## src/sv/mrg_pkg.sv

```systemverilog
// Package for the maze row generator: field widths, controller op codes,
// and the command/status structs between controller and datapath.
// No dependencies.
`default_nettype none
package mrg_pkg;

  localparam int MAX_COLS_DEF = 32;
  localparam int WALL_W       = 32;
  localparam int LABEL_W      = 6;
  localparam int NUM_LABELS   = 1 << LABEL_W;
  localparam int ROW_W        = 16;
  localparam int CFG_IDX_W    = 8;
  localparam int CFG_DATA_W   = 16;
  localparam int COLS_W       = 6;

  // Register indexes
  localparam logic [CFG_IDX_W-1:0] REG_COLS = 8'd0;
  localparam logic [CFG_IDX_W-1:0] REG_ROWS = 8'd1;

  // Datapath column ops
  localparam logic [2:0] OP_NONE  = 3'd0;
  localparam logic [2:0] OP_RIGHT = 3'd1;
  localparam logic [2:0] OP_LAST  = 3'd2;
  localparam logic [2:0] OP_COUNT = 3'd3;
  localparam logic [2:0] OP_OPEN  = 3'd4;
  localparam logic [2:0] OP_USED  = 3'd5;
  localparam logic [2:0] OP_RELAB = 3'd6;

  typedef struct packed {
    logic       load;
    logic [2:0] op;
    logic       emit;
  } mrg_cmd_t;

  typedef struct packed {
    logic in_valid;
    logic last_row;
    logic out_free;
  } mrg_status_t;

endpackage
`default_nettype wire

```

## src/sv/mrg_row_in_if.sv

```systemverilog
// Input channel: random bits for one maze row.
// Depends on mrg_pkg.
`default_nettype none
interface mrg_row_in_if import mrg_pkg::*; ();
  logic              valid;
  logic              ready;
  logic [WALL_W-1:0] right_random;
  logic [WALL_W-1:0] bottom_random;
  modport source (output valid, output right_random, output bottom_random, input ready);
  modport sink   (input valid, input right_random, input bottom_random, output ready);
endinterface
`default_nettype wire

```

## src/sv/mrg_row_out_if.sv

```systemverilog
// Output channel: wall masks of one maze row.
// Depends on mrg_pkg.
`default_nettype none
interface mrg_row_out_if import mrg_pkg::*; ();
  logic              valid;
  logic              ready;
  logic [WALL_W-1:0] right_walls;
  logic [WALL_W-1:0] bottom_walls;
  logic [ROW_W-1:0]  row_number;
  logic              maze_done;
  modport source (output valid, output right_walls, output bottom_walls,
                  output row_number, output maze_done, input ready);
  modport sink   (input valid, input right_walls, input bottom_walls,
                  input row_number, input maze_done, output ready);
endinterface
`default_nettype wire

```

## src/sv/mrg_cfg_if.sv

```systemverilog
// Configuration write channel: register index and write data.
// Depends on mrg_pkg.
`default_nettype none
interface mrg_cfg_if import mrg_pkg::*; ();
  logic                  valid;
  logic                  ready;
  logic [CFG_IDX_W-1:0]  index;
  logic [CFG_DATA_W-1:0] data;
  modport source (output valid, output index, output data, input ready);
  modport sink   (input valid, input index, input data, output ready);
endinterface
`default_nettype wire

```

## src/sv/mrg_ctrl.sv

```systemverilog
// Controller: sequences the column passes of one row and the result beat.
// Depends on mrg_pkg.
`default_nettype none
module mrg_ctrl import mrg_pkg::*; #(
  parameter int MAX_COLS = MAX_COLS_DEF
) (
  input  wire logic                        clk,
  input  wire logic                        rst,
  input  wire mrg_status_t                 status,
  input  wire logic [$clog2(MAX_COLS)-1:0] last_col,
  output mrg_cmd_t                         cmd,
  output logic [$clog2(MAX_COLS)-1:0]      col,
  output logic                             in_ready
);
  localparam int CW = $clog2(MAX_COLS);

  localparam logic [2:0] S_IDLE  = 3'd0;
  localparam logic [2:0] S_RIGHT = 3'd1;
  localparam logic [2:0] S_LAST  = 3'd2;
  localparam logic [2:0] S_COUNT = 3'd3;
  localparam logic [2:0] S_OPEN  = 3'd4;
  localparam logic [2:0] S_USED  = 3'd5;
  localparam logic [2:0] S_RELAB = 3'd6;
  localparam logic [2:0] S_EMIT  = 3'd7;

  logic [2:0]    state, state_next;
  logic [CW-1:0] col_next;
  logic          at_end;

  assign at_end   = (col == last_col);
  assign in_ready = (state == S_IDLE);

  // Next state and commands
  always_comb begin
    state_next = state;
    col_next   = col;
    cmd        = '0;
    cmd.op     = OP_NONE;
    unique case (state)
      S_IDLE: begin
        if (status.in_valid) begin
          cmd.load   = 1'b1;
          col_next   = '0;
          state_next = S_RIGHT;
        end
      end
      S_RIGHT, S_LAST, S_COUNT, S_OPEN, S_USED, S_RELAB: begin
        unique case (state)
          S_RIGHT: cmd.op = OP_RIGHT;
          S_LAST:  cmd.op = OP_LAST;
          S_COUNT: cmd.op = OP_COUNT;
          S_OPEN:  cmd.op = OP_OPEN;
          S_USED:  cmd.op = OP_USED;
          default: cmd.op = OP_RELAB;
        endcase
        if (at_end) begin
          col_next = '0;
          unique case (state)
            S_RIGHT: state_next = status.last_row ? S_LAST : S_COUNT;
            S_COUNT: state_next = S_OPEN;
            S_OPEN:  state_next = S_USED;
            S_USED:  state_next = S_RELAB;
            default: state_next = S_EMIT;
          endcase
        end else begin
          col_next = col + 1'b1;
        end
      end
      default: begin
        if (status.out_free) begin
          cmd.emit   = 1'b1;
          state_next = S_IDLE;
        end
      end
    endcase
  end

  always_ff @(posedge clk) begin
    if (rst) begin
      state <= S_IDLE;
      col   <= '0;
    end else begin
      state <= state_next;
      col   <= col_next;
    end
  end
endmodule
`default_nettype wire

```

## src/sv/mrg_datapath.sv

```systemverilog
// Datapath: column labels, wall masks, label-use map, row counter,
// configuration registers and the output register. Depends on mrg_pkg.
`default_nettype none
module mrg_datapath import mrg_pkg::*; #(
  parameter int MAX_COLS = MAX_COLS_DEF
) (
  input  wire logic                        clk,
  input  wire logic                        rst,
  input  wire mrg_cmd_t                    cmd,
  input  wire logic [$clog2(MAX_COLS)-1:0] col,
  input  wire logic                        in_ready,
  output mrg_status_t                      status,
  output logic [$clog2(MAX_COLS)-1:0]      last_col,
  mrg_row_in_if.sink                       in_ch,
  mrg_row_out_if.source                    out_ch,
  mrg_cfg_if.sink                          cfg
);
  localparam int CW = $clog2(MAX_COLS);

  logic [LABEL_W-1:0]    labels [MAX_COLS];
  logic [WALL_W-1:0]     rr, br, rw, bw, all_mask;
  logic [NUM_LABELS-1:0] used;
  logic [ROW_W-1:0]      row_cnt;
  logic [COLS_W-1:0]     cols_cfg;
  logic [ROW_W-1:0]      rows_cfg;
  logic                  out_valid;
  logic [CW:0]           n;
  logic [CW-1:0]         col1;
  logic [LABEL_W-1:0]    lab_j, lab_j1, free_lab;
  logic [MAX_COLS-1:0]   eq_j, eq_j1;
  logic                  other_exists, open_exists, last_row, restart;
  logic [ROW_W:0]        rows_eff;

  // Active column count, clamped to 1..MAX_COLS
  always_comb begin
    if (cols_cfg == '0)                          n = (CW+1)'(1);
    else if ({1'b0, cols_cfg} > (COLS_W+1)'(MAX_COLS)) n = (CW+1)'(MAX_COLS);
    else                                         n = (CW+1)'(cols_cfg);
  end
  assign last_col = CW'(n - 1'b1);

  always_comb begin
    for (int k = 0; k < WALL_W; k++) all_mask[k] = (k < int'(n));
  end

  // Final-row detect
  assign rows_eff = (rows_cfg == '0) ? (ROW_W+1)'(1) : {1'b0, rows_cfg};
  assign last_row = ({1'b0, row_cnt} + 1'b1) >= rows_eff;

  // Label compares against the current column and its right neighbor
  assign col1   = col + 1'b1;
  assign lab_j  = labels[col];
  assign lab_j1 = labels[col1];
  always_comb begin
    for (int k = 0; k < MAX_COLS; k++) begin
      eq_j[k]  = (labels[k] == lab_j)  && (k < int'(n));
      eq_j1[k] = (labels[k] == lab_j1) && (k < int'(n));
    end
  end

  always_comb begin
    other_exists = 1'b0;
    open_exists  = 1'b0;
    for (int k = 0; k < MAX_COLS; k++) begin
      if (eq_j[k] && (k != int'(col))) other_exists = 1'b1;
      if (eq_j[k] && !bw[k])          open_exists  = 1'b1;
    end
  end

  // Lowest label not in use
  always_comb begin
    free_lab = '0;
    for (int v = NUM_LABELS-1; v >= 0; v--) begin
      if (!used[v]) free_lab = LABEL_W'(v);
    end
  end

  assign restart = (cfg.valid && (cfg.index == REG_COLS || cfg.index == REG_ROWS)) ||
                   (cmd.emit && last_row);

  assign cfg.ready       = 1'b1;
  assign in_ch.ready     = in_ready;
  assign status.in_valid = in_ch.valid;
  assign status.last_row = last_row;
  assign status.out_free = !out_valid || out_ch.ready;
  assign out_ch.valid    = out_valid;

  // Control state
  always_ff @(posedge clk) begin
    if (rst) begin
      out_valid <= 1'b0;
      cols_cfg  <= COLS_W'(32);
      rows_cfg  <= ROW_W'(32);
      row_cnt   <= '0;
      for (int k = 0; k < MAX_COLS; k++) labels[k] <= LABEL_W'(k);
    end else begin
      if (out_valid && out_ch.ready) out_valid <= 1'b0;
      if (cfg.valid) begin
        if (cfg.index == REG_COLS) cols_cfg <= cfg.data[COLS_W-1:0];
        if (cfg.index == REG_ROWS) rows_cfg <= cfg.data[ROW_W-1:0];
      end
      unique case (cmd.op)
        OP_RIGHT: begin
          if (col != last_col && !rr[col] && lab_j != lab_j1) begin
            for (int k = 0; k < MAX_COLS; k++) if (eq_j1[k]) labels[k] <= lab_j;
          end
        end
        OP_LAST: begin
          if (col != last_col && lab_j != lab_j1) begin
            for (int k = 0; k < MAX_COLS; k++) if (eq_j1[k]) labels[k] <= lab_j;
          end
        end
        OP_RELAB: begin
          if (bw[col]) labels[col] <= free_lab;
        end
        default: ;
      endcase
      if (cmd.emit) begin
        out_valid <= 1'b1;
        if (!last_row) row_cnt <= row_cnt + 1'b1;
      end
      if (restart) begin
        row_cnt <= '0;
        for (int k = 0; k < MAX_COLS; k++) labels[k] <= LABEL_W'(k);
      end
    end
  end

  // Row working registers and output payload
  always_ff @(posedge clk) begin
    if (cmd.load) begin
      rr   <= in_ch.right_random;
      br   <= in_ch.bottom_random;
      rw   <= '0;
      bw   <= '0;
      used <= '0;
    end
    unique case (cmd.op)
      OP_RIGHT: begin
        if (col != last_col && (rr[col] || lab_j == lab_j1)) rw[col] <= 1'b1;
      end
      OP_LAST: begin
        if (col != last_col && lab_j != lab_j1) rw[col] <= 1'b0;
      end
      OP_COUNT: bw[col] <= br[col] && other_exists;
      OP_OPEN:  if (!open_exists) bw[col] <= 1'b0;
      OP_USED:  if (!bw[col]) used[lab_j] <= 1'b1;
      OP_RELAB: if (bw[col]) used[free_lab] <= 1'b1;
      default: ;
    endcase
    if (cmd.emit) begin
      out_ch.right_walls  <= (rw | (WALL_W'(1) << last_col)) & all_mask;
      out_ch.bottom_walls <= last_row ? all_mask : (bw & all_mask);
      out_ch.row_number   <= row_cnt;
      out_ch.maze_done    <= last_row;
    end
  end
endmodule
`default_nettype wire

```

## src/sv/maze_row_generator_core.sv

```systemverilog
// Maze row generator (Eller's scheme), one maze row per input beat.
// Channels: in_ch carries right_random/bottom_random, one random bit per
// column; out_ch returns right_walls, bottom_walls, row_number, maze_done.
// cfg writes register 0 (cols_in_use) or 1 (rows_in_use); any such write
// restarts the maze. cfg is always ready; the user must see that cfg is
// written only while idle; the block does not enforce it. The controller
// makes five left-to-right column passes (right walls, set count, opening
// check, label-use scan, relabel; a final row makes only the right-wall and
// join passes), one column per cycle, then waits in the emit state until
// the output register is free. The next beat can be accepted in the cycle
// after the emit, back in the idle state. One row is worked at a time;
// a new beat is accepted once the row's result is in the output register.
// Receiver stall: the output register holds its beat; a finished row waits
// in the emit state until the register frees up.
// Reset (rst, synchronous): labels take their column index, row counter
// clears, cols_in_use = rows_in_use = 32, output empty.
// Depends on mrg_pkg, the three channel interfaces, mrg_ctrl, mrg_datapath.
`default_nettype none
module maze_row_generator_core import mrg_pkg::*; #(
  parameter int MAX_COLS = MAX_COLS_DEF
) (
  input  wire logic     clk,
  input  wire logic     rst,
  mrg_row_in_if.sink    in_ch,
  mrg_row_out_if.source out_ch,
  mrg_cfg_if.sink       cfg
);
  localparam int CW = $clog2(MAX_COLS);

  mrg_cmd_t      cmd;
  mrg_status_t   status;
  logic [CW-1:0] col, last_col;
  logic          in_ready;

  mrg_ctrl #(.MAX_COLS(MAX_COLS)) u_ctrl (
    .clk(clk), .rst(rst), .status(status), .last_col(last_col),
    .cmd(cmd), .col(col), .in_ready(in_ready)
  );

  mrg_datapath #(.MAX_COLS(MAX_COLS)) u_dp (
    .clk(clk), .rst(rst), .cmd(cmd), .col(col), .status(status),
    .last_col(last_col), .in_ch(in_ch), .out_ch(out_ch), .cfg(cfg),
    .in_ready(in_ready)
  );
endmodule
`default_nettype wire
```

## src/flat_wrapper.sv

```systemverilog
// flat-port wrapper written by rule: the top's interface ports become plain ports
module maze_row_generator_core_flat import mrg_pkg::*;
#(
  parameter int MAX_COLS = MAX_COLS_DEF
)
  (clk, rst, in_ch_valid, in_ch_right_random, in_ch_bottom_random, in_ch_ready, out_ch_valid, out_ch_right_walls, out_ch_bottom_walls, out_ch_row_number, out_ch_maze_done, out_ch_ready, cfg_valid, cfg_index, cfg_data, cfg_ready);
  mrg_row_in_if in_ch_i ();
  mrg_row_out_if out_ch_i ();
  mrg_cfg_if cfg_i ();
  input  wire logic clk;
  input  wire logic rst;
  input wire logic [$bits(in_ch_i.valid)-1:0] in_ch_valid;
  input wire logic [$bits(in_ch_i.right_random)-1:0] in_ch_right_random;
  input wire logic [$bits(in_ch_i.bottom_random)-1:0] in_ch_bottom_random;
  output wire logic [$bits(in_ch_i.ready)-1:0] in_ch_ready;
  output wire logic [$bits(out_ch_i.valid)-1:0] out_ch_valid;
  output wire logic [$bits(out_ch_i.right_walls)-1:0] out_ch_right_walls;
  output wire logic [$bits(out_ch_i.bottom_walls)-1:0] out_ch_bottom_walls;
  output wire logic [$bits(out_ch_i.row_number)-1:0] out_ch_row_number;
  output wire logic [$bits(out_ch_i.maze_done)-1:0] out_ch_maze_done;
  input wire logic [$bits(out_ch_i.ready)-1:0] out_ch_ready;
  input wire logic [$bits(cfg_i.valid)-1:0] cfg_valid;
  input wire logic [$bits(cfg_i.index)-1:0] cfg_index;
  input wire logic [$bits(cfg_i.data)-1:0] cfg_data;
  output wire logic [$bits(cfg_i.ready)-1:0] cfg_ready;
  assign in_ch_i.valid = in_ch_valid;
  assign in_ch_i.right_random = in_ch_right_random;
  assign in_ch_i.bottom_random = in_ch_bottom_random;
  assign in_ch_ready = in_ch_i.ready;
  assign out_ch_valid = out_ch_i.valid;
  assign out_ch_right_walls = out_ch_i.right_walls;
  assign out_ch_bottom_walls = out_ch_i.bottom_walls;
  assign out_ch_row_number = out_ch_i.row_number;
  assign out_ch_maze_done = out_ch_i.maze_done;
  assign out_ch_i.ready = out_ch_ready;
  assign cfg_i.valid = cfg_valid;
  assign cfg_i.index = cfg_index;
  assign cfg_i.data = cfg_data;
  assign cfg_ready = cfg_i.ready;
  maze_row_generator_core #(.MAX_COLS(MAX_COLS)) u_core (.clk(clk), .rst(rst), .in_ch(in_ch_i), .out_ch(out_ch_i), .cfg(cfg_i));
endmodule
```

## config.mk

```make
export PLATFORM = sky130hd
export DESIGN_NAME = maze_row_generator_core_flat
export DESIGN_NICKNAME = d
export VERILOG_FILES = /design/src/sv/mrg_pkg.sv /design/src/sv/mrg_row_in_if.sv /design/src/sv/mrg_row_out_if.sv /design/src/sv/mrg_cfg_if.sv /design/src/sv/mrg_ctrl.sv /design/src/sv/mrg_datapath.sv /design/src/sv/maze_row_generator_core.sv /design/src/flat_wrapper.sv
export SDC_FILE = /design/constraint.sdc
export NUM_CORES = 2
export LEC_CHECK = 0
export BUFFER_PORTS_ARGS = -buffer_cell sky130_fd_sc_hd__buf_2
export CELL_PAD_IN_SITES_DETAIL_PLACEMENT = 2
export CELL_PAD_IN_SITES_GLOBAL_PLACEMENT = 2
export CORE_ASPECT_RATIO = 1.75
export CORE_UTILIZATION = 35
export CTS_BUF_LIST = sky130_fd_sc_hd__clkbuf_4
export DETAILED_ROUTE_END_ITERATION = 8
export PLACE_DENSITY_LB_ADDON = 0.1
export SLEW_MARGIN = 0
export SYNTH_ARGS = -nofsm -noshare
export SYNTH_HDL_FRONTEND = slang
export SYNTH_SLANG_ARGS = --single-unit
```

## constraint.sdc

```tcl
create_clock -name clk -period 8.2 [get_ports clk]
set_clock_uncertainty 0.1 [all_clocks]
set_input_delay 0.82 -clock clk [delete_from_list [all_inputs] [get_ports clk]]
set_output_delay 0.82 -clock clk [all_outputs]
set_load 0.01 [all_outputs]
```

Word-level counts from Yosys, hierarchy flattened. Memory sizes are Yosys's and may differ from the RTL's. A register that Yosys moved wholly into a read port is not among the register bits. Index checks and enable logic that the tools add are counted. W data, S select, Z words.

Bitwise gates (word level): 202. Muxes and demuxes: 571. Magnitude comparators: 40. $add $sub $neg: 4. Reductions and logical operators: 194. Equality and inequality tests: 146. Div/mod/pow operators: 0. Shift operators: 1. Multiply operators: 0.

Operator list (number): $mux W6 (163); $eq A6 B6 Y1 (65); $mux W1 (375); $mux W32 (6); $mux W64 (3); $eq A5 B5 Y1 const B (32); $logic_and A1 B1 Y1 (139); $and A32 B32 Y32 (4); $or A64 B64 Y64 (2); $pmux W32 S2 (2); $pmux W64 S2 (1); $lt A5 B6 Y1 const A (16); $or A1 B1 Y1 (96); $ne A5 B5 Y1 const A (16); $and A1 B1 Y1 (64); $or A32 B32 Y32 (2); $lt A4 B6 Y1 const A (8); $ne A4 B5 Y1 const A (8); $logic_not A1 Y1 (34); $not A1 Y1 (33); $bwmux W32 (1); $not A32 Y32 (1); $shl A1 B5 Y32 const A (1); $mux W5 (5); other kinds (46) (81).

Input bits: 93. Bits in latches: 0. Output and inout port bits: 84. Bits in registers: 320. Bits in writable memories: 192. Bits in read-only memories: 0. Memories kept: 1.

Memories: u_core.u_dp.labels (words 32, bits a word 6, rd ports 34, clocked after Yosys merged registers in 1, wr ports 32, RTL line mrg_datapath.sv:20) `logic [LABEL_W-1:0] labels [MAX_COLS];`.

Logic depth before layout (Yosys ltp).
Depth after elaboration: 71. Gate-level depth with buffers: 23. Mapped depth without buffers: 18.

Cells and area by module. A second synthesis with hierarchy kept.

Cell total of the unflattened synthesis: 3373. Area, all modules: 33532.2 µm².

By module, submodules not included: mrg_datapath (times used 1, cells each 3309, sequential area each 13462.9 µm², area an instance 33000.4 µm²); mrg_ctrl (times used 1, cells each 64, sequential area each 160.2 µm², area an instance 531.8 µm²).

Least setup slack after synthesis. No wires, ideal clock.

Kind: reg2reg. Start: reg u_core.u_ctrl.col[0]. End: mem u_core.u_dp.labels[15][0], enable pin. Data required time: 7723 ps. Data arrival time: 5229 ps. Cell stages (with the launch flop): 22. Period minus slack after synthesis: 5707 ps. Buffers on the path: 8. Slack: 2493 ps. Cell sequence: dfxtp_1 -> buf_2 -> buf_2 -> clkbuf_1 -> buf_2 -> inv_1 -> ha_1 -> buf_2 -> buf_6 -> buf_8 -> mux4_2 -> mux2i_1 -> mux4_2 -> buf_2 -> or4_1 -> nand4_1 -> o31ai_1 -> a211oi_2 -> nand2_1 -> nor4_1 -> nor2_1 -> o21ai_0.

RTL lines: start, declared (RTL line mrg_ctrl.sv:12) `output logic [$clog2(MAX_COLS)-1:0] col,`; start signal, assigned (RTL line mrg_ctrl.sv:84) `col <= col_next;`; end, declared (RTL line mrg_datapath.sv:20).

==> flow_summary.toml <==
[outcome]
status = "complete, but fails checks"
violations = "design-rule violations"

[worst_setup_path]
start_kind = "flop"
crit_type = "flop to flop"
crit_fanout = 32
arrival_ns = 7.68
reg2regPathDepth = 11
path_cells = "mux4_1 -> a22o_1 -> nor2_1 -> nand3_1 -> xnor2_1 -> nand2_1 -> nor3_1 -> a2111oi_0 -> nand3_2 -> o31ai_1 -> o21ai_1"
slowest_delay_ns = 1.02
cp.required_ns = 9.10
critPathSlowestCell = "nor2_1"
cp-end-kind = "flop"

[pwr]
leakage_nw = 13.0
p_per_area_nw_per_um2 = 196
ir_worst_vdd_mv = 0.140
power_mw = 7.47

[logic_synthesis]
synth_async_sr_flop_share = 0
yosysMostFrequentCell = "edfxtp_1"
yosysSeqAreaShare = 0.417
syn-cell-area_um2 = 32900
synth_edf_count = 337
netlist_instances = 3323
yosysUniqueCellTypes = 88
synth.largest_area_cell = "edfxtp_1"
syn_nets = 3444
synth_top_area_share = 0.307
synthFlopType = "edfxtp_1"
ys_warn_count = 0
avgSynthCellArea_um2 = 9.91
synth_common_cells = "edfxtp_1 (337), xnor2_1 (298), nand2_1 (271)"
synth_area_leaders = "edfxtp_1 (31%), dfxtp_1 (11%), xnor2_1 (7.9%)"
ys_seq_elements = 517

[sta]
max_freq_mhz = 147
min_period_ns = 6.79
final_max_slew_viol_count = 0
final_hold_viol_count = 0
max-slew-margin-rel = 0.0599
finalSetupTns_ns = 0
grt_setup_unrepaired = "false"
setup_viol = 0
hold_slack_ns = 0.198
tightestPinTransition_ns = 1.40
period_share = 0.827

[placement]
hpwl_mm = 146
port-buffer-count = 175
dp_cells = 4567
place_area_um2 = 35300
finalWeightedCongestion = 1.06

[global_routing]
antenna_found_initial = 14
grt_pass1_vias = 34500
grt.total_usage = 0.404
grt_pass1_wl_mm = 265
grt_overflow = 0
grt_max_degree = 90

[clocking]
clockRootBuffer = "clkbuf_4"
cts-resized-gates = 0
postCtsHoldBufs = 82
cts.sinks = 517
cts_buffers = 139
insertion_delay_ns = 1.24
clock_path_buffers = 3
cts_tree = "built"
clk_pin_slew_ns = 0.07
htree_levels = 4
cts_setup_buffers = 0

[finish]
layout.cells.non_filler = 4905
stdcell_area_um2 = 38000
drive_gt1_frac = 0.187
area_delta_synth_final_pct = 15.4
final_nets = 3712

[route]
vias = 32000
first_iter_violations = 2565
drtAntennaViolNets = 0
firstDrtPassIters = 8
wire_per_inst_um = 39.4
drcViolationCount = 52
drt_wl_total_mm = 193
avgViaCountPerCell = 6.53

[die]
core_um2 = 93100
die_h_um = 408
die_area_um2 = 95400
die_w_um = 234
ioPinCount = 177
start_util = 0.354
rows = 148

[flow_run]
drv_cap = 0

[hold_path]
hold_path.class = "primary input to flop"
worstHoldPathCells = 3
placed cells by master, fill, tap and decap left out, types with 72 or more instances in the layout:
master,instances
mux2i_1,156
dlygate4sd3_1,82
dfxtp_1,176
edfxtp_1,337
buf_2,175
nor2_1,258
a31oi_1,77
nor4_1,75
xor2_1,84
inv_1,72
nand4_1,79
o21ai_0,182
nor3_1,83
nand2_1,269
buf_4,120
xnor2_1,298
clkbuf_4,203
a21oi_1,151
mux4_2,101
report_power, final:
part           total [mW]  internal [mW]  switching (mW)  leakage (nW)
Combinational        1.81          0.655            1.15          7.29
Clock                2.60           1.31            1.30          1.10
Sequential           3.05           2.87           0.184          4.58
layer usage:
layer	wire length, µm	share of wire	vias up	track usage
li1	-	-	13100	-
met1	64000	0.33	16500	0.398
met2	97300	0.50	1646	0.704
met3	12100	0.063	736	0.0834
met4	19700	0.10	18	0.361
met5	115	0.00060	-	0
final timing paths:
| kind | start | slack, ns | end |
|---|---|---|---|
| max reg2reg | flop | 1.41 | u_core.u_dp.bw[27] |
| min | rst | 0.20 | u_core.u_dp.cols_cfg[2] |
| min reg2reg | u_core.u_dp.rows_cfg[8] | 0.39 | u_core.u_dp.rows_cfg[8] |
| max | flop | 1.41 | u_core.u_dp.bw[27] |
per-stage QoR:
stage                util  setup slack (ns)
floorplan               -              2.49
global placement    0.379              1.70
detailed placement  0.379              1.57
CTS                 0.408              1.42
global route        0.408              1.28
finish              0.408              1.41
area by class of cell:
cell class	instances	area, µm²
well taps	1200	1500
inverters	74	279
multi-input cells	2480	17900
diodes	7	17.5
flip-flops and latches	517	13700
fillers	10100	55100
repair buffers	379	2640
clock buffers	203	1520
clock inverters	45	362
kinds of logic (layout without fill, tap and decap cells):
| logic type | count (synthesis) | in the layout | share of synthesized area |
|---|---|---|---|
| AND/OR/NAND/NOR | 1049 | 1049 | 0.160 |
| AO/OA/AOI/OAI | 755 | 755 | 0.145 |
| flip-flops | 517 | 517 | 0.417 |
| XOR/XNOR | 383 | 383 | 0.102 |
| buffers and inverters | 326 | 701 | 0.0436 |
| multiplexers | 264 | 264 | 0.122 |
| adder cells (fa/ha/maj) | 28 | 28 | 0.0106 |
| other | 1 | 8 | 0.000114 |
worst max-delay path, delay by kind of cell, from the launching register on:
kind,cells,cell delay (ns)
XOR/XNOR,1,0.23
multiplexers,1,0.74
AND/OR/NAND/NOR,5,2.83
flip-flops,1,0.94
AO/OA/AOI/OAI,4,1.61
registers in the layout (all words and copies together), names as in the netlist, named ones only:
| name | flops |
|---|---|
| u_core.u_dp.br | 32 |
| u_core.u_ctrl.state | 3 |
| u_core.u_dp.out_ch.right_walls | 32 |
| u_core.u_dp.labels | 192 |
| u_core.u_dp.out_ch.valid | 1 |
| u_core.u_dp.row_cnt | 16 |
| u_core.u_dp.out_ch.bottom_walls | 32 |
| u_core.u_dp.rr | 32 |
| u_core.u_dp.rows_cfg | 16 |
| u_core.u_dp.bw | 32 |
| u_core.u_dp.out_ch.row_number | 16 |
| u_core.u_dp.out_ch.maze_done | 1 |
| u_core.u_dp.cols_cfg | 6 |
| u_core.u_dp.used | 64 |
| u_core.u_dp.rw | 32 |
| u_core.u_ctrl.col | 5 |
(Power assumes the default switching activity.)
